==> config.mk <==
export PLATFORM = sky130hd
export DESIGN_NAME = stepper_position_stepper_top
export DESIGN_NICKNAME = d
export VERILOG_FILES = /design/src/rtl/sps_pkg.sv /design/src/rtl/sps_cfg_regs.sv /design/src/rtl/sps_core.sv /design/src/rtl/stepper_position_stepper_top.sv
export SDC_FILE = /design/constraint.sdc
export NUM_CORES = 1
export LEC_CHECK = 0
export ABC_AREA = 1
export CAP_MARGIN = 5
export CORE_MARGIN = 2
export CORE_UTILIZATION = 25
export DETAILED_ROUTE_END_ITERATION = 6
export DONT_BUFFER_PORTS = 1
export GPL_TIMING_DRIVEN = 0
export HOLD_SLACK_MARGIN = 0.08
export SYNTH_ARGS = -nofsm -noshare
export SYNTH_HDL_FRONTEND = slang
export SYNTH_HIERARCHICAL = 1
export SYNTH_SLANG_ARGS = --single-unit
==> constraint.sdc <==
create_clock -name clk -period 6.4 [get_ports clk]
set_clock_uncertainty 0.15 [all_clocks]
set_input_delay 1.92 -clock clk [delete_from_list [all_inputs] [get_ports clk]]
set_output_delay 1.92 -clock clk [all_outputs]
set_load 0.05 [all_outputs]
==> src/rtl/sps_pkg.sv <==
`default_nettype none

package sps_pkg;

  // Default width of the position and goal counters.
  localparam int DEF_POS_WIDTH = 32;

  // Fixed widths of the transaction fields.
  localparam int FIELD_POS_W = 32;
  localparam int CFG_DATA_W  = 32;
  localparam int CFG_IDX_W   = 2;

  // Level of an idle step or direction pin.
  localparam logic PIN_LOW = 1'b0;

  // Configuration register indexes.
  localparam logic [CFG_IDX_W-1:0] CFG_MIN_POSITION = 2'd0;
  localparam logic [CFG_IDX_W-1:0] CFG_MAX_POSITION = 2'd1;
  localparam logic [CFG_IDX_W-1:0] CFG_INVERT_DIR   = 2'd2;
  localparam logic [CFG_IDX_W-1:0] CFG_USE_ENABLE   = 2'd3;

  // Configuration reset values.
  localparam logic signed [FIELD_POS_W-1:0] MIN_POSITION_RST = 32'sd0;
  localparam logic signed [FIELD_POS_W-1:0] MAX_POSITION_RST = 32'sd65535;

  typedef enum logic [2:0] {
    ACT_TICK     = 3'd0,
    ACT_MOVE_TO  = 3'd1,
    ACT_SET_ZERO = 3'd2,
    ACT_STOP     = 3'd3,
    ACT_ENABLE   = 3'd4,
    ACT_DISABLE  = 3'd5
  } action_t;

  typedef enum logic [2:0] {
    ST_DEST_REACHED = 3'd0,
    ST_MOVING       = 3'd1,
    ST_BLOCKED_MIN  = 3'd2,
    ST_BLOCKED_MAX  = 3'd3,
    ST_BAD_BOUNDS   = 3'd4
  } status_t;

  typedef struct packed {
    logic [2:0]                    action;
    logic signed [FIELD_POS_W-1:0] target_position;
  } in_item_t;

  typedef struct packed {
    logic                          step_level;
    logic                          dir_level;
    logic                          stepped;
    logic signed [FIELD_POS_W-1:0] position;
    logic [2:0]                    status;
    logic                          at_target;
  } out_item_t;

  typedef struct packed {
    logic signed [FIELD_POS_W-1:0] min_position;
    logic signed [FIELD_POS_W-1:0] max_position;
    logic                          invert_dir;
    logic                          use_enable;
  } cfg_t;

endpackage

`default_nettype wire

==> src/rtl/sps_cfg_regs.sv <==
`default_nettype none

module sps_cfg_regs (
  input  wire logic                                clk,
  input  wire logic                                rst_n,
  input  wire logic                                cfg_we,
  input  wire logic [sps_pkg::CFG_IDX_W-1:0]       cfg_index,
  input  wire logic [sps_pkg::CFG_DATA_W-1:0]      cfg_data,
  output sps_pkg::cfg_t                            cfg_o
);

  sps_pkg::cfg_t cfg_r;

  always_ff @(posedge clk) begin
    if (!rst_n) begin
      cfg_r.min_position <= sps_pkg::MIN_POSITION_RST;
      cfg_r.max_position <= sps_pkg::MAX_POSITION_RST;
      cfg_r.invert_dir   <= 1'b0;
      cfg_r.use_enable   <= 1'b0;
    end else if (cfg_we) begin
      unique case (cfg_index)
        sps_pkg::CFG_MIN_POSITION: cfg_r.min_position <= $signed(cfg_data);
        sps_pkg::CFG_MAX_POSITION: cfg_r.max_position <= $signed(cfg_data);
        sps_pkg::CFG_INVERT_DIR:   cfg_r.invert_dir   <= cfg_data[0];
        sps_pkg::CFG_USE_ENABLE:   cfg_r.use_enable   <= cfg_data[0];
        default: ;
      endcase
    end
  end

  assign cfg_o = cfg_r;

endmodule

`default_nettype wire

==> src/rtl/sps_core.sv <==
`default_nettype none

module sps_core #(
  parameter int POS_WIDTH = sps_pkg::DEF_POS_WIDTH
) (
  input  wire logic              clk,
  input  wire logic              rst_n,
  input  wire logic              fire,
  input  wire sps_pkg::in_item_t item_i,
  input  wire sps_pkg::cfg_t     cfg_i,
  output sps_pkg::out_item_t     res_o
);

  // Compare width covers both the position counter and the 32-bit bounds.
  localparam int CW = (POS_WIDTH > sps_pkg::FIELD_POS_W) ? POS_WIDTH : sps_pkg::FIELD_POS_W;

  logic signed [POS_WIDTH-1:0] cur_r, cur_nxt;
  logic signed [POS_WIDTH-1:0] goal_r, goal_nxt;
  logic                        toggle_r, toggle_nxt;
  logic                        step_pin_r, step_pin_nxt;
  logic                        dir_pin_r, dir_pin_nxt;
  logic                        enabled_r, enabled_nxt;
  sps_pkg::status_t            status_r, status_nxt;
  logic                        stepped;

  logic signed [CW-1:0] cur_x, goal_x, min_x, max_x;
  logic                 gated, bad_bounds, at_goal, up;
  logic                 in_range, at_min, at_max, goal_above_min, goal_below_max;
  logic                 do_step;

  assign cur_x  = CW'(cur_r);
  assign goal_x = CW'(goal_r);
  assign min_x  = CW'($signed(cfg_i.min_position));
  assign max_x  = CW'($signed(cfg_i.max_position));

  assign gated          = cfg_i.use_enable && !enabled_r;
  assign bad_bounds     = !(min_x < max_x);
  assign at_goal        = (goal_r == cur_r);
  assign up             = (goal_r > cur_r);
  assign in_range       = (cur_x > min_x) && (cur_x < max_x);
  assign at_min         = (cur_x == min_x);
  assign at_max         = (cur_x == max_x);
  assign goal_above_min = (goal_x > min_x);
  assign goal_below_max = (goal_x < max_x);

  always_comb begin
    cur_nxt      = cur_r;
    goal_nxt     = goal_r;
    toggle_nxt   = toggle_r;
    step_pin_nxt = step_pin_r;
    dir_pin_nxt  = dir_pin_r;
    enabled_nxt  = enabled_r;
    status_nxt   = status_r;
    do_step      = 1'b0;

    unique case (item_i.action)
      sps_pkg::ACT_TICK: begin
        if (!gated) begin
          if (bad_bounds) begin
            status_nxt = sps_pkg::ST_BAD_BOUNDS;
          end else if (at_goal) begin
            status_nxt = sps_pkg::ST_DEST_REACHED;
          end else begin
            dir_pin_nxt = (up == cfg_i.invert_dir);
            if (in_range) begin
              do_step    = 1'b1;
              status_nxt = sps_pkg::ST_MOVING;
            end else if (at_min) begin
              if (goal_above_min) begin
                do_step    = 1'b1;
                status_nxt = sps_pkg::ST_MOVING;
              end else begin
                status_nxt = sps_pkg::ST_BLOCKED_MIN;
              end
            end else if (at_max) begin
              if (goal_below_max) begin
                do_step    = 1'b1;
                status_nxt = sps_pkg::ST_MOVING;
              end else begin
                status_nxt = sps_pkg::ST_BLOCKED_MAX;
              end
            end
          end
        end
      end
      sps_pkg::ACT_MOVE_TO:  goal_nxt = POS_WIDTH'($signed(item_i.target_position));
      sps_pkg::ACT_SET_ZERO: begin
        cur_nxt  = '0;
        goal_nxt = '0;
      end
      sps_pkg::ACT_STOP:     goal_nxt = cur_r;
      sps_pkg::ACT_ENABLE:   enabled_nxt = cfg_i.use_enable;
      sps_pkg::ACT_DISABLE:  enabled_nxt = !cfg_i.use_enable;
      default: ;
    endcase

    // A step always heads toward the goal, also when leaving a bound.
    if (do_step) begin
      step_pin_nxt = toggle_r;
      toggle_nxt   = !toggle_r;
      cur_nxt      = up ? (cur_r + POS_WIDTH'(1)) : (cur_r - POS_WIDTH'(1));
    end
  end

  assign stepped = do_step;

  always_ff @(posedge clk) begin
    if (!rst_n) begin
      cur_r      <= '0;
      goal_r     <= '0;
      toggle_r   <= 1'b0;
      step_pin_r <= sps_pkg::PIN_LOW;
      dir_pin_r  <= sps_pkg::PIN_LOW;
      enabled_r  <= 1'b0;
      status_r   <= sps_pkg::ST_DEST_REACHED;
    end else if (fire) begin
      cur_r      <= cur_nxt;
      goal_r     <= goal_nxt;
      toggle_r   <= toggle_nxt;
      step_pin_r <= step_pin_nxt;
      dir_pin_r  <= dir_pin_nxt;
      enabled_r  <= enabled_nxt;
      status_r   <= status_nxt;
    end
  end

  always_comb begin
    res_o.step_level = step_pin_nxt;
    res_o.dir_level  = dir_pin_nxt;
    res_o.stepped    = stepped;
    res_o.position   = sps_pkg::FIELD_POS_W'(cur_nxt);
    res_o.status     = status_nxt;
    res_o.at_target  = (cur_nxt == goal_nxt);
  end

endmodule

`default_nettype wire

==> src/rtl/stepper_position_stepper_top.sv <==
// Step/direction position controller, one result transaction per input transaction.
// The result passes from the input register through the update logic into the result
// register. Throughput: one transaction per cycle while the output is not stalled, as the
// position and pin state are updated as each transaction is processed.
// Reset (rst_n, synchronous, active low) clears position, goal, pins, enable and status,
// and loads the bound and flag registers with their defaults.
`default_nettype none

module stepper_position_stepper_top #(
  parameter int POS_WIDTH = sps_pkg::DEF_POS_WIDTH
) (
  input  wire logic                           clk,
  input  wire logic                           rst_n,

  input  wire logic                           in_valid,
  output logic                                in_stall,
  input  wire sps_pkg::in_item_t              in_item,

  output logic                                out_valid,
  input  wire logic                           out_stall,
  output sps_pkg::out_item_t                  out_item,

  input  wire logic                           cfg_we,
  input  wire logic [sps_pkg::CFG_IDX_W-1:0]  cfg_index,
  input  wire logic [sps_pkg::CFG_DATA_W-1:0] cfg_data
);

  // Input register holding one accepted transaction.
  logic               s1_valid_r;
  sps_pkg::in_item_t  s1_item_r;

  // Result register; it stays loaded until the downstream side takes it.
  logic               out_valid_r;
  sps_pkg::out_item_t out_item_r;

  sps_pkg::cfg_t      cfg;
  sps_pkg::out_item_t res;

  logic advance;
  logic fire;
  logic in_accept;

  // The result register can take a new result when it is empty or being drained.
  assign advance   = !out_valid_r || !out_stall;
  // The held transaction is processed and its state update committed in this cycle.
  assign fire      = s1_valid_r && advance;
  // The input register refills in the same cycle it drains, so a full pipe
  // stalls only when the result side is stalled.
  assign in_stall  = s1_valid_r && !advance;
  assign in_accept = in_valid && !in_stall;

  always_ff @(posedge clk) begin
    if (!rst_n) begin
      s1_valid_r <= 1'b0;
    end else if (in_accept) begin
      s1_valid_r <= 1'b1;
    end else if (fire) begin
      s1_valid_r <= 1'b0;
    end
  end

  always_ff @(posedge clk) begin
    if (in_accept) begin
      s1_item_r <= in_item;
    end
  end

  sps_cfg_regs u_cfg_regs (
    .clk       (clk),
    .rst_n     (rst_n),
    .cfg_we    (cfg_we),
    .cfg_index (cfg_index),
    .cfg_data  (cfg_data),
    .cfg_o     (cfg)
  );

  // Motor state and the per-action update logic.
  sps_core #(
    .POS_WIDTH (POS_WIDTH)
  ) u_core (
    .clk    (clk),
    .rst_n  (rst_n),
    .fire   (fire),
    .item_i (s1_item_r),
    .cfg_i  (cfg),
    .res_o  (res)
  );

  always_ff @(posedge clk) begin
    if (!rst_n) begin
      out_valid_r <= 1'b0;
    end else if (fire) begin
      out_valid_r <= 1'b1;
    end else if (!out_stall) begin
      out_valid_r <= 1'b0;
    end
  end

  always_ff @(posedge clk) begin
    if (fire) begin
      out_item_r <= res;
    end
  end

  assign out_valid = out_valid_r;
  assign out_item  = out_item_r;

endmodule

`default_nettype wire
==> results of run 1 <==
## cells by family (layout without fill, tap and decap cells)
group,count (synthesis),after routing,synth area share [%]
and+or+nand+nor,1057,1057,27.5
buffers and inverters,438,492,10.5
AOI/OAI and AO/OA,423,423,13.6
adders and majority gates,222,222,16.9
DFF,213,213,30.3
xor gates and xnor gates,24,24,1.27
other,0,2,0
## cell type report
cell class,count,share of cell area (%)
Timing Repair Buffer,1,0.108
Inverter,356,7.19
Clock inverter,12,0.653
Clock buffer,41,4.48
Buffer,82,2.12
Antenna cell,2,0.0269
Sequential cell,213,26.9
Multi-Input combinational cell,1726,52.7
Tap cell,864,5.82
## critical path: cells and delay by family, from the launching register on
kind	cells	cell delay [ns]
adders and majority gates	2	0.70
DFF	1	0.57
and+or+nand+nor	24	3.48
AOI/OAI and AO/OA	1	0.44
buffers and inverters	3	0.33
## power breakdown
part,leakage [uW],internal (uW),switching (uW)
clock network,0.000476,982,642
registers,0.00187,1490,146
logic,0.00699,500,1050
total,0.00933,2970,1840
## through the flow
step                      setup TNS, ns  util [%]  worst slack [ns]  std cells  hold slack [ns]
after detailed placement              0      26.9             0.284       3242            0.308
after CTS                             0      28.3             0.253       3295            0.322
after global routing                  0      28.4             0.241       3297            0.342
final                                 0      28.4             0.521       3297            0.321
after global placement           -12.95      26.8            -0.511       3241            0.305
after floorplan                       0         -              1.30       2377            0.292
## worst max-delay path by stage
stage	to	slack, ns	depth (start not counted)
finish	out_item[0]	0.52	30
global route	out_item[0]	0.24	33
CTS	out_item[0]	0.25	30
detailed placement	out_item[0]	0.28	30
global placement	u_core/goal_r[15]	-0.51	5
floorplan	u_core/goal_r[12]	1.30	5
## registers in the layout, summed over array words and instances (netlist names)
register	flops
u_core/dir_pin_r	1
u_core/enabled_r	1
s1_valid_r	1
u_core/cur_r	32
out_item	39
u_core/goal_r	32
u_core/status_r	3
u_core/step_pin_r	1
u_core/toggle_r	1
s1_item_r	35
out_valid	1
u_cfg_regs/cfg_o	66
## cells in the mapped netlist, drive strengths merged
| master | number | share of area (%) |
|---|---|---|
| and2 | 1 | 0.038 |
| a31oi | 5 | 0.19 |
| nand4 | 63 | 2.4 |
| o22ai | 32 | 1.2 |
| and3 | 2 | 0.076 |
| a21boi | 1 | 0.046 |
| a21oi | 231 | 7.1 |
| clkbuf | 42 | 0.96 |
| ha | 221 | 17 |
| xor2 | 17 | 0.90 |
| o21bai | 6 | 0.27 |
| nor3 | 20 | 0.64 |
| buf | 40 | 1.4 |
| a22o | 1 | 0.053 |
| xnor2 | 7 | 0.37 |
| o21a | 13 | 0.59 |
| edfxtp | 74 | 13 |
| nor4 | 8 | 0.34 |
| clkinv | 1 | 0.023 |
| nand2 | 605 | 14 |
| nand3b | 19 | 0.86 |
| nand3 | 127 | 4.1 |
| dfxtp | 139 | 17 |
| a21o | 3 | 0.14 |
| o211ai | 3 | 0.14 |
| inv | 355 | 8.1 |
| fa | 1 | 0.12 |
| or2 | 4 | 0.15 |
| nor2 | 208 | 4.9 |
| o21ai | 128 | 3.9 |
## timing repair
item	CTS	global route
endpoints found under the setup margin	0	1
hold buffers	0	0
gates resized for setup	0	1
## metal layers
layer | routed length (um) | up-vias | track usage [%] | part of all wire [%]
met2 | 26100 | 613 | 27.3 | 46
met5 | 11 | - | 0 | 0.019
met1 | 24700 | 7252 | 21.3 | 43
met3 | 4430 | 114 | 3.45 | 7.8
met4 | 1930 | 2 | 5.43 | 3.4
li1 | - | 7919 | - | -
==> results.cfg, run 1 <==
[final_layout]
multi_input_area_um2 = 9790
nets = 2705
syn_to_final_growth_pct = 12.6
final_common_cell = nand2_1
final_cell_mix = 595 x nand2_1, 349 x inv_1, 228 x a21oi_1
drive_above_1_share_pct = 4.94
n_fill_cell = 7162
seqCellArea_um2 = 5000
fin_area_um2 = 18600

[run_status]
status = finished clean

[yosys]
synth.net_count = 2673
synth_cells = 2377
syn_area_um2 = 16500
avgSynthCellArea_um2 = 6.94
synth.distinct_cells = 43
ys_seq_elements = 213
yosysWarnings = 6
yosysSeqAreaShare_pct = 30.3

[die]
pin_count = 115
coreArea_um2 = 65500
die_w_um = 261
die_area_um2 = 68100
rows = 94
die_h_um = 261
start_util_pct = 25.2

[critical_path]
cp.required_ns = 6.66
reg2regPathDepth = 30
crit_start = u_core/cur_r[13]
cpMostUsedCell = nand2_1
slowest_stage = dfxtp_1
cp-start-kind = flop
critical_path_class = flop to flop
r2r_start = u_core/cur_r[13]
ff2ff_setup_slack_ns = 0.52
critical_path.max_stage_delay_ns = 0.57
endpoint_kind = flop
reg2reg_to = out_item[0]
arrival_ns = 6.14
critPathMaxFanout = 34

[detailed_routing]
wirelength_mm = 57.1
vias_per_cell = 4.82
firstDrtPassIters = 6
drc_errors = 0
via_count = 15900
ant_nets = 0
drt_iter0_markers = 1367
post_drt_wl_per_cell_um = 17.3

[power]
total_power_uw = 4810
power_density_nw_per_um2 = 259
peakVddDrop_mv = 0.214
power_leakage_uw = 0.00933

[worst_hold_path]
whs_path_depth = 2
hold_class = flop to flop
min_to = u_cfg_regs/cfg_o[9]
hold_start = u_cfg_regs/cfg_o[9]

[clock_tree]
cts_tree = done
ctsRootBufferMaster = clkbuf_16
cts.sinks = 213
post-cts-setup-buffer-count = 0
cts_buffers = 29
h-tree-depth = 1
clock_path_buffers = 3
cts.clk_slew.worst_paths_ns = 0.06
clk_latency_ns = 0.58

[grt]
grt_pass1_wl_mm = 85.8
track_usage_pct = 16.5
grt_max_degree = 36
grt_pass1_vias = 14790
antenna_found_initial = 3
grt-ovfl-total = 0

[timing]
slew_viol_final = 0
min_period_ns = 5.88
fmax_ghz = 0.170
slew_headroom_pct = 27.9
setup_violations = 0
grt_setup_unrepaired = false
period_share_pct = 91.9
hold_viol = 0
worstMarginPinSlew_ns = 1.07

[placed_design]
placedInstanceArea_um2 = 17600
numPortBuffers = 0
gp_congestion = 0.959
dp_hpwl_mm = 47.0

[run]
cap_violations = 0
Power figures use the tool's default switching activity.
==> inputs of run 2 (changes only) <==
- CORE_MARGIN: 2 -> 1
==> run 2 against run 1 <==
  * Non-clock buffer count stayed put
  * Sequential share of layout area hardly changed
  * Total power is 1.6% higher
  * Sequential power hardly changed
  * Count of clock-buffer cells in the layout is 5 lower
  * Routed wire length is 1.0% lower
  * Fmax hardly changed
  * Cell area is 0.17% higher
  * Register-to-register slack hardly changed
  * Hold slack worse by 0.0029 ns
  * Highest routed layer is now met4
  * Via count is 0.94% lower
  * Final cell count is 0.36% lower
==> results.cfg, run 2 (same netlist as run 1, synthesis figures left out) <==
[critical_path]
reg2regPathDepth = 30
cp.required_ns = 6.66
critPathMaxFanout = 34
arrival_ns = 6.15
r2r_start = u_core/cur_r[15]
critical_path_class = flop to flop
path_depth = 30
slowest_stage = dfxtp_1
reg2reg_to = out_item[0]
critPathBufInv = 1
ff2ff_setup_slack_ns = 0.52
cpMostUsedCell = nand2_1
cp-start-kind = flop
endpoint = out_item[0]
crit_start = u_core/cur_r[15]
critical_path.max_stage_delay_ns = 0.53
critPathTopFamily = simple AND/OR/NAND/NOR gates
endpoint_kind = flop

[detailed_routing]
post_drt_wl_per_cell_um = 17.2
drc_errors = 0
via_count = 15751
wirelength_mm = 56.5
vias_per_cell = 4.79
drt_iter0_markers = 1309
firstDrtPassIters = 6
ant_nets = 0

[power]
power_leakage_uw = 0.00934
peakVddDrop_mv = 0.194
p_sw_uw = 1840
seq_power_share_pct = 33.5
power_density_nw_per_um2 = 263
p_int_uw = 3050
swShare_pct = 37.6
power_frac_comb_pct = 31.7
p_clk_share_pct = 34.8

[clock_tree]
ctsRootBufferMaster = clkbuf_16
ctsHoldBuffers = 0
clk_latency_ns = 0.58
h-tree-depth = 1
cts.clk_slew.worst_paths_ns = 0.06
post-cts-setup-buffer-count = 0
cts_buffers = 28
cts_tree = done
cts.sinks = 213
clock_path_buffers = 3

[grt]
track_usage_pct = 16.7
antenna_found_initial = 4
grt_pass1_wl_mm = 85.6
grt-ovfl-total = 0
grt_max_degree = 36
grt_pass1_vias = 14553

[timing]
grt_setup_unrepaired = false
setup_violations = 0
min_period_ns = 5.88
worstMarginPinSlew_ns = 1.22
slew_headroom_pct = 18.2
hold_viol = 0
slew_viol_final = 0
fmax_ghz = 0.170
period_share_pct = 91.9

[placed_design]
numPortBuffers = 0
gp_congestion = 0.934
dp_hpwl_mm = 46.5
placedInstanceArea_um2 = 17600
dp_cells = 3233

[final_layout]
syn_to_final_growth_pct = 12.8
instances_no_fill = 3285
nets = 2704
fin_util_pct = 28.7
n_fill_cell = 7109
final_common_cell = nand2_1
fin_area_um2 = 18600
final_cell_mix = 595 x nand2_1, 349 x inv_1, 228 x a21oi_1
antennaDiodeCount = 0
drive_above_1_share_pct = 4.94
largest_reg_flops = 66

[die]
coreArea_um2 = 64800
die_area_um2 = 67000
die_w_um = 259
rows = 93
start_util_pct = 25.5
die_h_um = 259
pin_count = 115

[worst_hold_path]
hold_start = u_core/step_pin_r
hold_class = flop to flop

[run]
cap_violations = 0

[run_status]
status = finished clean
-- run 2: power groups by stage --
stage / Combinational (uW) / Sequential [uW] / Clock (uW)
floorplan: 1120 / 1610 / 0
global placement: 1500 / 1670 / 0
detailed placement: 1510 / 1670 / 0
CTS: 1520 / 1640 / 1740
global route: 1750 / 1640 / 1790
finish: 1550 / 1640 / 1700
-- run 2: stage by stage --
| step | setup TNS [ns] | total power, uW | setup WS, ns | hold WS [ns] |
|---|---|---|---|---|
| 2_1_floorplan | 0 | 2740 | 1.30 | 0.292 |
| 3_3_place_gp | -11.97 | 3170 | -0.466 | 0.303 |
| 3_5_place_dp | 0 | 3180 | 0.261 | 0.310 |
| 4_1_cts | 0 | 4900 | 0.243 | 0.319 |
| 5_1_grt | 0 | 5190 | 0.0659 | 0.349 |
| 6_report | 0 | 4890 | 0.519 | 0.318 |
-- run 2: layout make-up --
type,instances,area (um^2),area share [%]
clock buffers,36,782,4.20
multi-input cells,1726,9790,52.6
well taps,855,1070,5.75
inverters,356,1340,7.18
clock inverters,16,219,1.18
flip-flops and latches,213,5000,26.9
repair buffers,1,20.0,0.108
plain buffers,82,394,2.12
-- run 2: worst min-delay path by stage --
stage | endpoint | slack (ns) | cells past startpoint
2_1_floorplan | u_cfg_regs/cfg_o[10] | 0.29 | 2
3_3_place_gp | u_cfg_regs/cfg_o[14] | 0.30 | 2
3_5_place_dp | u_core/step_pin_r | 0.31 | 2
4_1_cts | u_core/step_pin_r | 0.32 | 2
5_1_grt | u_cfg_regs/cfg_o[8] | 0.35 | 2
6_report | u_core/step_pin_r | 0.32 | 2
-- run 2: per-layer routing --
layer / up-vias / global-route usage (%) / wire [um]
li1: 7932 / - / -
met1: 7178 / 22.6 / 25500
met2: 543 / 27.3 / 25600
met3: 98 / 2.48 / 3860
met4: 0 / 4.72 / 1560
met5: - / 0 / 0
-- run 2: worst reg2reg max path: cells and delay by family (launching register included) --
kind,cells,cell delay [ns]
simple gates,26,3.52
flops,1,0.53
buf+inv,1,0.18
compound gates,1,0.43
fa+ha+maj,2,0.91
-- run 2: what timing repair did --
item,in CTS,in global routing
endpoints found under the setup margin,0,1
hold endpoints to repair,0,0
resized for setup,0,1
